**src/rtl/core/ack_window_tracker_assert.svh**
```systemverilog
// Assertion macros for the window tracker RTL.
// Needs clk_i and rst_ni in the scope where a macro is used.
`ifndef ACK_WINDOW_TRACKER_ASSERT_SVH
`define ACK_WINDOW_TRACKER_ASSERT_SVH

// Same-cycle implication, checked outside reset.
`define AWT_ASSERT_IMP(label, ante, cons, msg) \
  label: assert property (@(posedge clk_i) disable iff (!rst_ni) (ante) |-> (cons)) \
    else $error(msg);

// Next-cycle implication, checked outside reset.
`define AWT_ASSERT_NXT(label, ante, cons, msg) \
  label: assert property (@(posedge clk_i) disable iff (!rst_ni) (ante) |=> (cons)) \
    else $error(msg);

`endif

```
**src/rtl/core/awt_pkg.sv**
```systemverilog
// Shared types and constants for the acknowledgement window tracker.
// No dependencies; used by awt_step and ack_window_tracker.
package awt_pkg;

  localparam int WINDOW  = 2;
  localparam int SLOT_W  = (WINDOW > 1) ? $clog2(WINDOW) : 1;
  localparam int SEQ_W   = 6;
  localparam int TIMER_W = 8;
  localparam int BYTE_W  = 8;
  localparam int FREE_W  = $clog2(WINDOW + 1);

  localparam logic [BYTE_W-1:0]  ACK_TYPE_MASK = 8'hC0;
  localparam logic [BYTE_W-1:0]  ACK_MARK      = 8'h80;
  localparam logic [SEQ_W-1:0]   WINDOW_SEQ    = SEQ_W'(WINDOW);
  localparam logic [TIMER_W-1:0] RELOAD_RESET  = 8'd3;

  typedef enum logic [1:0] {
    KIND_SEND = 2'd0,
    KIND_RX   = 2'd1,
    KIND_TICK = 2'd2
  } kind_e;

  typedef enum logic [1:0] {
    EV_SENT    = 2'd0,
    EV_REFUSED = 2'd1,
    EV_BYTE    = 2'd2,
    EV_RETX    = 2'd3
  } event_e;

  typedef struct packed {
    logic               waiting;
    logic [SEQ_W-1:0]   seq;
    logic [TIMER_W-1:0] timer;
  } slot_t;

  typedef struct packed {
    event_e             ev;
    logic [SLOT_W-1:0]  slot;
    logic [SEQ_W-1:0]   seq;
    logic [BYTE_W-1:0]  hdr;
    logic [FREE_W-1:0]  free;
    logic               last;
  } result_t;

  typedef struct packed {
    logic [1:0] count;
    result_t    first;
    result_t    second;
  } step_out_t;

endpackage

```
**src/rtl/core/awt_step.sv**
```systemverilog
// Next-state and result logic for one request of the window tracker.
// Depends on awt_pkg; purely combinational, registered by the top level.
module awt_step
  import awt_pkg::*;
(
  input  logic [1:0]         kind_i,
  input  logic [BYTE_W-1:0]  rx_byte_i,
  input  logic [TIMER_W-1:0] reload_i,
  input  logic [SEQ_W-1:0]   next_seq_i,
  input  slot_t              slots_i [WINDOW],
  output logic [SEQ_W-1:0]   next_seq_o,
  output slot_t              slots_o [WINDOW],
  output step_out_t          out_o
);

  logic              found;
  logic [FREE_W-1:0] free_cnt;
  logic [SEQ_W-1:0]  ack_seq;
  step_out_t         res;

  assign ack_seq = rx_byte_i[SEQ_W-1:0];

  always_comb begin
    found      = 1'b0;
    free_cnt   = '0;
    res        = '0;
    next_seq_o = next_seq_i;
    for (int i = 0; i < WINDOW; i++) begin
      slots_o[i] = slots_i[i];
    end

    case (kind_i)
      KIND_SEND: begin
        // Lowest-numbered free slot wins.
        for (int i = 0; i < WINDOW; i++) begin
          if (!found && !slots_i[i].waiting) begin
            found            = 1'b1;
            slots_o[i].waiting = 1'b1;
            slots_o[i].seq   = next_seq_i;
            slots_o[i].timer = reload_i;
            next_seq_o       = next_seq_i + SEQ_W'(1);
            res.first.slot   = SLOT_W'(i);
            res.first.seq    = next_seq_i;
            res.first.hdr    = ACK_MARK | BYTE_W'(next_seq_i);
          end
        end
        res.first.ev   = found ? EV_SENT : EV_REFUSED;
        res.first.last = 1'b1;
        res.count      = 2'd1;
      end
      KIND_RX: begin
        // An ack frees every slot within the window behind the acked number.
        if ((rx_byte_i & ACK_TYPE_MASK) == ACK_MARK) begin
          for (int i = 0; i < WINDOW; i++) begin
            if (slots_i[i].waiting && ((ack_seq - slots_i[i].seq) < WINDOW_SEQ)) begin
              slots_o[i].waiting = 1'b0;
            end
          end
        end
        res.first.ev   = EV_BYTE;
        res.first.last = 1'b1;
        res.count      = 2'd1;
      end
      KIND_TICK: begin
        for (int i = 0; i < WINDOW; i++) begin
          if (slots_i[i].waiting) begin
            if (slots_i[i].timer <= TIMER_W'(1)) begin
              slots_o[i].timer = reload_i;
              if (res.count == 2'd0) begin
                res.first.ev   = EV_RETX;
                res.first.slot = SLOT_W'(i);
                res.first.seq  = slots_i[i].seq;
                res.first.hdr  = ACK_MARK | BYTE_W'(slots_i[i].seq);
              end else begin
                res.second.ev   = EV_RETX;
                res.second.slot = SLOT_W'(i);
                res.second.seq  = slots_i[i].seq;
                res.second.hdr  = ACK_MARK | BYTE_W'(slots_i[i].seq);
              end
              res.count = res.count + 2'd1;
            end else begin
              slots_o[i].timer = slots_i[i].timer - TIMER_W'(1);
            end
          end
        end
        res.first.last  = (res.count == 2'd1);
        res.second.last = (res.count == 2'd2);
      end
      default: begin
      end
    endcase

    for (int i = 0; i < WINDOW; i++) begin
      free_cnt = free_cnt + FREE_W'(!slots_o[i].waiting);
    end
    res.first.free  = free_cnt;
    res.second.free = free_cnt;
    out_o = res;
  end

endmodule

```
**src/rtl/core/ack_window_tracker.sv**
```systemverilog
// Top level of the go-back-N acknowledgement window tracker.
// Depends on awt_pkg, awt_step and ack_window_tracker_assert.svh.
//
//  Channel    | Ports                                        | Handshake
//  -----------+----------------------------------------------+----------------------------
//  request    | kind_i, rx_byte_i                            | start_i high, busy_o low
//  result     | event_res_o .. last_o                        | result_valid_o, one cycle
//  config     | timeout_reload_i                             | timeout_reload_we_i high
//
// A request's first result appears in the cycle after it is accepted; a tick
// with no expiry gives none. A tick that expires both slots makes a second
// result in the cycle after the first; busy_o is high while the first is shown,
// so the sustained rate is one request per cycle while busy_o is low. The
// results leave through a single output register. After reset all slots are
// free, the next sequence number is zero and the timeout is three. The
// receiver cannot stall: every result is shown for exactly one cycle.
`include "ack_window_tracker_assert.svh"

module ack_window_tracker
  import awt_pkg::*;
(
  input  logic               clk_i,
  input  logic               rst_ni,
  input  logic               start_i,
  output logic               busy_o,
  input  logic [1:0]         kind_i,
  input  logic [BYTE_W-1:0]  rx_byte_i,
  input  logic               timeout_reload_we_i,
  input  logic [TIMER_W-1:0] timeout_reload_i,
  output logic               result_valid_o,
  output logic [1:0]         event_res_o,
  output logic [SLOT_W-1:0]  slot_index_o,
  output logic [SEQ_W-1:0]   seq_number_o,
  output logic [BYTE_W-1:0]  header_byte_o,
  output logic [FREE_W-1:0]  free_count_o,
  output logic               last_o
);

  // Slot state, sequence counter and the timeout register.
  slot_t              slots_q [WINDOW];
  slot_t              slots_d [WINDOW];
  logic [SEQ_W-1:0]   next_seq_q;
  logic [SEQ_W-1:0]   next_seq_d;
  logic [TIMER_W-1:0] reload_q;

  // Output register and the held second result of a double expiry.
  result_t            res_q;
  result_t            pend_q;
  logic               res_valid_q;
  logic               pend_valid_q;

  step_out_t          step;
  logic               accept;

  // While a second result waits, no new request can be taken.
  assign busy_o = pend_valid_q;
  assign accept = start_i && !busy_o;

  awt_step u_step (
    .kind_i     (kind_i),
    .rx_byte_i  (rx_byte_i),
    .reload_i   (reload_q),
    .next_seq_i (next_seq_q),
    .slots_i    (slots_q),
    .next_seq_o (next_seq_d),
    .slots_o    (slots_d),
    .out_o      (step)
  );

  // Control state and slot bookkeeping.
  always_ff @(posedge clk_i or negedge rst_ni) begin
    if (!rst_ni) begin
      for (int i = 0; i < WINDOW; i++) begin
        slots_q[i] <= '0;
      end
      next_seq_q   <= '0;
      reload_q     <= RELOAD_RESET;
      res_valid_q  <= 1'b0;
      pend_valid_q <= 1'b0;
    end else begin
      if (timeout_reload_we_i) begin
        reload_q <= timeout_reload_i;
      end
      if (accept) begin
        for (int i = 0; i < WINDOW; i++) begin
          slots_q[i] <= slots_d[i];
        end
        next_seq_q   <= next_seq_d;
        res_valid_q  <= (step.count != 2'd0);
        pend_valid_q <= (step.count == 2'd2);
      end else if (pend_valid_q) begin
        res_valid_q  <= 1'b1;
        pend_valid_q <= 1'b0;
      end else begin
        res_valid_q  <= 1'b0;
      end
    end
  end

  // Result payload needs no reset; the strobe qualifies it.
  always_ff @(posedge clk_i) begin
    if (accept) begin
      res_q  <= step.first;
      pend_q <= step.second;
    end else if (pend_valid_q) begin
      res_q  <= pend_q;
    end
  end

  assign result_valid_o = res_valid_q;
  assign event_res_o    = res_q.ev;
  assign slot_index_o   = res_q.slot;
  assign seq_number_o   = res_q.seq;
  assign header_byte_o  = res_q.hdr;
  assign free_count_o   = res_q.free;
  assign last_o         = res_q.last;

  // A held second result always follows a shown first result.
  `AWT_ASSERT_IMP(a_pend_has_first, pend_valid_q, res_valid_q && !res_q.last, "pending result without first result")
  // The cycle after busy shows the final retransmit result.
  `AWT_ASSERT_NXT(a_busy_then_last, busy_o, result_valid_o && last_o && (event_res_o == EV_RETX), "second result missing after busy")
  // An accepted send always answers in the next cycle with one final result.
  `AWT_ASSERT_NXT(a_send_answers, accept && (kind_i == KIND_SEND), result_valid_o && last_o && !busy_o, "send request without single result")
  // Retransmit headers carry the ack mark and the slot's sequence number.
  `AWT_ASSERT_IMP(a_retx_header, result_valid_o && (event_res_o == EV_RETX), header_byte_o == (ACK_MARK | BYTE_W'(seq_number_o)), "retransmit header mismatch")

endmodule
```
**config.mk**
```make
export PLATFORM = sky130hd
export DESIGN_NAME = ack_window_tracker
export DESIGN_NICKNAME = d
export VERILOG_FILES = /design/src/rtl/core/awt_pkg.sv /design/src/rtl/core/awt_step.sv /design/src/rtl/core/ack_window_tracker.sv
export VERILOG_INCLUDE_DIRS = /design/src /design/src/rtl/core
export SDC_FILE = /design/constraint.sdc
export NUM_CORES = 1
export LEC_CHECK = 0
export ABC_AREA = 0
export BUFFER_PORTS_ARGS = -buffer_cell sky130_fd_sc_hd__buf_2
export CAP_MARGIN = 20
export CORE_AREA = 8 8 109 86
export DETAILED_ROUTE_END_ITERATION = 8
export DIE_AREA = 0 0 117 94
export GPL_TIMING_DRIVEN = 0
export PLACE_DENSITY = 0.73
export SKIP_CTS_REPAIR_TIMING = 1
export SLEW_MARGIN = 20
export SYNTH_ARGS = -nofsm -noshare
export SYNTH_HDL_FRONTEND = slang
export SYNTH_SLANG_ARGS = --single-unit
```
**constraint.sdc**
```tcl
create_clock -name clk_i -period 2.31 [get_ports clk_i]
set_input_delay 0.462 -clock clk_i [delete_from_list [all_inputs] [get_ports clk_i]]
set_output_delay 0.462 -clock clk_i [all_outputs]
set_load 0.01 [all_outputs]
```
# Yosys cells after proc, flatten, opt, wreduce, memory -nomap -nowiden
# Cells that the tools add are included.
[op_classes]
n_addsub = 7
order_cmp = 4
n_eq_ne = 11
muxes = 39
bitwise_logic = 4
reduce_logical = 22
[ops]
columns = ["operator", "n"]
rows = [
  ["two-way mux 19 bit", 5],
  ["two-way mux 20 bit", 2],
  ["two-way mux 8 bit", 5],
  ["two-way mux 17 bit", 2],
  ["one-hot mux 8 bit (2 select lines)", 2],
  ["two-way mux 15 bit", 2],
  ["one-hot mux 15 bit (2 select lines)", 1],
  ["two-way mux 18 bit", 1],
  ["less-or-equal comparator 8 x 1 -> 1 bit (second input constant)", 2],
  ["subtractor 8 x 1 -> 8 bit (second input constant)", 2],
  ["two-way mux 14 bit", 1],
  ["less-than comparator 6 x 2 -> 1 bit (second input constant)", 2],
  ["two-way mux 1 bit", 12],
  ["two-way mux 6 bit", 2],
  ["one-hot mux 4 bit (3 select lines)", 1],
  ["AND reduction 3 bit", 4],
  ["subtractor 6 bit", 2],
  ["== test 2 bit (second input constant)", 4],
  ["AND reduction 4 bit", 2],
  ["adder 6 x 1 -> 6 bit (second input constant)", 1],
  ["inequality test 2 bit (second input constant)", 3],
  ["one-hot mux 1 bit (2 select lines)", 3],
  ["nonzero test 2 bit", 3],
  ["zero test 1 bit", 5],
  ["9 further kinds", 18],
]
[totals]
register_bits = 80
input_bits = 22
output_inout_bits = 22
word_cells = 109

# Logic depth before layout (Yosys ltp)
[depth]
depth_word = 12
mapped_depth = 11
ltp_nobuf = 11

# Modules after synthesis
# A second synthesis with hierarchy kept.
[hier_totals]
hier_cells = 505
area_unflattened_um2 = 5459.0
[by_module_without_submodules]
columns = ["module", "n_inst", "cells_per_inst", "area_per_inst_um2"]
rows = [
  ["ack_window_tracker", 1, 162, 3269.4],
  ["awt_step", 1, 343, 2189.6],
]

# Worst setup path before layout
# OpenSTA, ideal clock, no wires.
[synth_path]
kind = "in2reg"
startpoint = "input port rx_byte_i[0]"
endpoint = "register res_q (netlist bit free_count_o[0]) (data pin)"
setup_time_ns = 0.256
t_arrival_ns = 2.242
required_time_ns = 2.054
path_slack_ns = -0.188
cell_stages = 11
n_path_buf = 0
path_cell_list = "nand2b_1 fa_1 a21o_1 a21oi_1 xor2_1 nand4_1 nor3_1 o21bai_1 ha_1 nand2_1 nand2_1"
[synth_rtl]
columns = ["item", "line_no", "text"]
rows = [
  ["start: declaration", "ack_window_tracker.sv:27", "input logic [BYTE_W-1:0] rx_byte_i,"],
  ["end signal: assignment", "ack_window_tracker.sv:103", "res_q <= step.first;"],
  ["end signal: assignment", "ack_window_tracker.sv:106", "res_q <= pend_q;"],
  ["end: declaration", "ack_window_tracker.sv:47", "result_t res_q;"],
]

==> flow_metrics.env <==
export IMPL_cts_tree="yes"
export IMPL_p_leak_nw=2.02
export IMPL_port_buffers=40
export IMPL_die_area_um2=11000
export IMPL_skew_ns=0.0100
export IMPL_ys_ff_latch=69
export IMPL_critPathRequiredTime_ns=2.42
export IMPL_whs_ns=0.114
export IMPL_final_nets=498
export IMPL_cap_violations=0
export IMPL_layout_commonest_cell="dfrtp_1"
export IMPL_wl_per_cell_um=16.5
export IMPL_violations="negative setup slack"
export IMPL_arrival_ns=2.68
export IMPL_gp_congestion=0.875
export IMPL_syn_num_nets=435
export IMPL_max_freq_mhz=389
export IMPL_cts_root_buf="clkbuf_8"
export IMPL_grt_max_degree=47
export IMPL_fillers=638
export IMPL_critPathTopFamily="simple AND/OR/NAND/NOR gates"
export IMPL_first_pass_iters=5
export IMPL_synth_edf_count=23
export IMPL_synthCells=394
export IMPL_cts_clk_slew_worst_paths_ns=0.08
export IMPL_end_kind="register"
export IMPL_setup_ws_ns=-0.263
export IMPL_postSynth_asyncResetShare_pct=66.7
export IMPL_slowest_stage="dfrtp_1"
export IMPL_final_area_um2=4800
export IMPL_numCtsBuffers=9
export IMPL_num_antenna_cells=0
export IMPL_startpoint_type="register"
export IMPL_layout_common_cells="dfrtp_1, nand2_1, buf_2, a21oi_1, o21ai_0"
export IMPL_placed_cell_area_um2=4270
export IMPL_post_route_min_period_ns=2.57
export IMPL_finalCritPeriodShare_pct=111
export IMPL_antenna_left=0
export IMPL_place_hpwl_um=6460
export IMPL_synth_avg_cell_area_um2=9.90
export IMPL_cts_max_path_buffers=2
export IMPL_netlist_area_um2=3900
export IMPL_die_w_um=117
export IMPL_area_growth_syn_to_layout_pct=23.1
export IMPL_crit_fanout=3
export IMPL_grt_pass1_wl_um=14300
export IMPL_rsz0062_at_grt="yes"
export IMPL_grtUsageTotal_pct=16.6
export IMPL_yosys_warnings=0
export IMPL_cts_num_sinks=69
export IMPL_worstPathBufferInverterCount=1
export IMPL_dieHeight_um=94
export IMPL_power_density_nw_per_um2=880
export IMPL_slew_violations=0
export IMPL_drive_gt1_share_pct=34.2
export IMPL_clk_latency_ns=0.35
export IMPL_cpPeakStageDelay_ns=0.42
export IMPL_synth_cell_types=49
export IMPL_routed_via_density=5.59
export IMPL_relSlewSlack_pct=60.2
export IMPL_drt_total_wl_um=9350
export IMPL_grt_overflow=0
export IMPL_peakVddDrop_mv=0.468
export IMPL_critPathKind="reg2reg"
export IMPL_critical_path_cell_chain="nand2b_4 -> fa_2 -> buf_4 -> xor2_1 -> nor3b_1 -> nand4_1 -> nor3_4 -> o21bai_4 -> ha_4 -> nand2_2 -> nand2_1"
export IMPL_ios=44
export IMPL_antenna_found_initial=0
export IMPL_ys_seq_area_share_pct=47.3
export IMPL_grt_pass1_vias=2815
export IMPL_initial_core_util_pct=51.1
export IMPL_status="finished with violations"
export IMPL_coreArea_um2=7640
export IMPL_drtIter0Drc=261
export IMPL_worst_slew_pin_transition_ns=0.597
export IMPL_vias=3172
export IMPL_core_rowCount=28
export IMPL_yosys_most_used_dff="dfrtp_1"
export IMPL_final_setup_viol_count=13
export IMPL_htreeDepth=3
export IMPL_hold_class="in2async"
export IMPL_hold_violations=0
export IMPL_post_route_util_pct=62.9
export IMPL_drc=0
## worst paths after layout
check | to | start | cells past startpoint | slack [ns]
worst max-delay path | free_count_o[0] | slots_q[8] | 11 | -0.26
worst min-delay path | slots_q[13] | rst_ni | 1 | 0.11
worst max register to register | free_count_o[0] | slots_q[8] | 11 | -0.26
worst min register to register | free_count_o[0] | pend_q[1] | 2 | 0.51
max in group asynchronous | slots_q[21] | rst_ni | 1 | 1.78
min in group clk_i | reload_q[6] | timeout_reload_i[6] | 2 | 0.35
## cells in the mapped netlist (all sizes together), types with 5 or more instances
cell type | instances | share of area (%)
a21o | 7 | 1.3
and3 | 7 | 1.3
nor4 | 5 | 1.2
nor2 | 19 | 1.8
inv | 14 | 1.3
nand4 | 7 | 1.1
ha | 17 | 5.5
o21ai | 34 | 4.4
buf | 13 | 2.4
mux2 | 18 | 5.2
or3 | 5 | 0.96
nand2 | 47 | 4.8
edfxtp | 23 | 18
clkbuf | 12 | 1.2
a21oi | 38 | 4.9
nor3 | 12 | 1.5
a221o | 7 | 1.8
xor2 | 5 | 1.1
nand3 | 13 | 1.7
xnor2 | 10 | 2.2
dfrtp | 44 | 28
## power by group
group | leakage [nW] | switching (mW) | internal [mW]
clock network | 0.110 | 0.482 | 0.613
logic | 1.11 | 0.733 | 0.607
registers | 0.801 | 0.281 | 1.51
## flip-flops by register name, summed over array words and instances, names as in the netlist
signal / flops
reload_q: 8
free_count_o: 2
header_byte_o: 2
busy_o: 1
pend_q: 10
event_res_o: 2
next_seq_q: 6
slots_q: 30
seq_number_o: 5
slot_index_o: 1
result_valid_o: 1
last_o: 1
## metal layers
| layer | up-vias | global-route usage, % | wire, um |
|---|---|---|---|
| met5 | - | 0 | 0 |
| li1 | 1531 | - | - |
| met1 | 1503 | 24.3 | 4280 |
| met2 | 131 | 23.7 | 4290 |
| met3 | 7 | 4.75 | 721 |
| met4 | 0 | 3.19 | 67 |
## kinds of logic (layout without fill, tap and decap cells)
group | after synthesis | count (layout) | share of synthesized area [%]
simple gates | 130 | 130 | 17.0
compound gates | 101 | 101 | 15.5
flops | 69 | 69 | 47.3
buf+inv | 41 | 109 | 5.13
fa+ha+maj | 19 | 19 | 6.48
mux | 18 | 18 | 5.19
xor+xnor | 15 | 15 | 3.37
other cells | 1 | 1 | 0.0961
## final cells by class
class                      instances  area, um2  share of cell area [%]
buffer                            24        141                    2.94
clock buffer                       9        124                    2.58
clock inverter                     7       98.8                    2.06
inverter                          16       65.1                    1.35
multi-input combinational        284       2090                    43.5
sequential                        69       1840                    38.4
tap                              105        131                    2.74
timing repair buffer              53        308                    6.41
## through the flow
step                setup slack [ns]  cells  setup TNS, ns  power [mW]
global route                  -0.380    567          -2.47        4.46
CTS                           -0.357    555          -3.01        3.94
finish                        -0.263    567          -1.49        4.23
floorplan                    -0.0555    394        -0.0555        2.53
global placement              -0.525    539          -4.09        2.80
detailed placement            -0.518    539          -4.14        2.85
No activity file was read; power rests on OpenSTA's default activity.
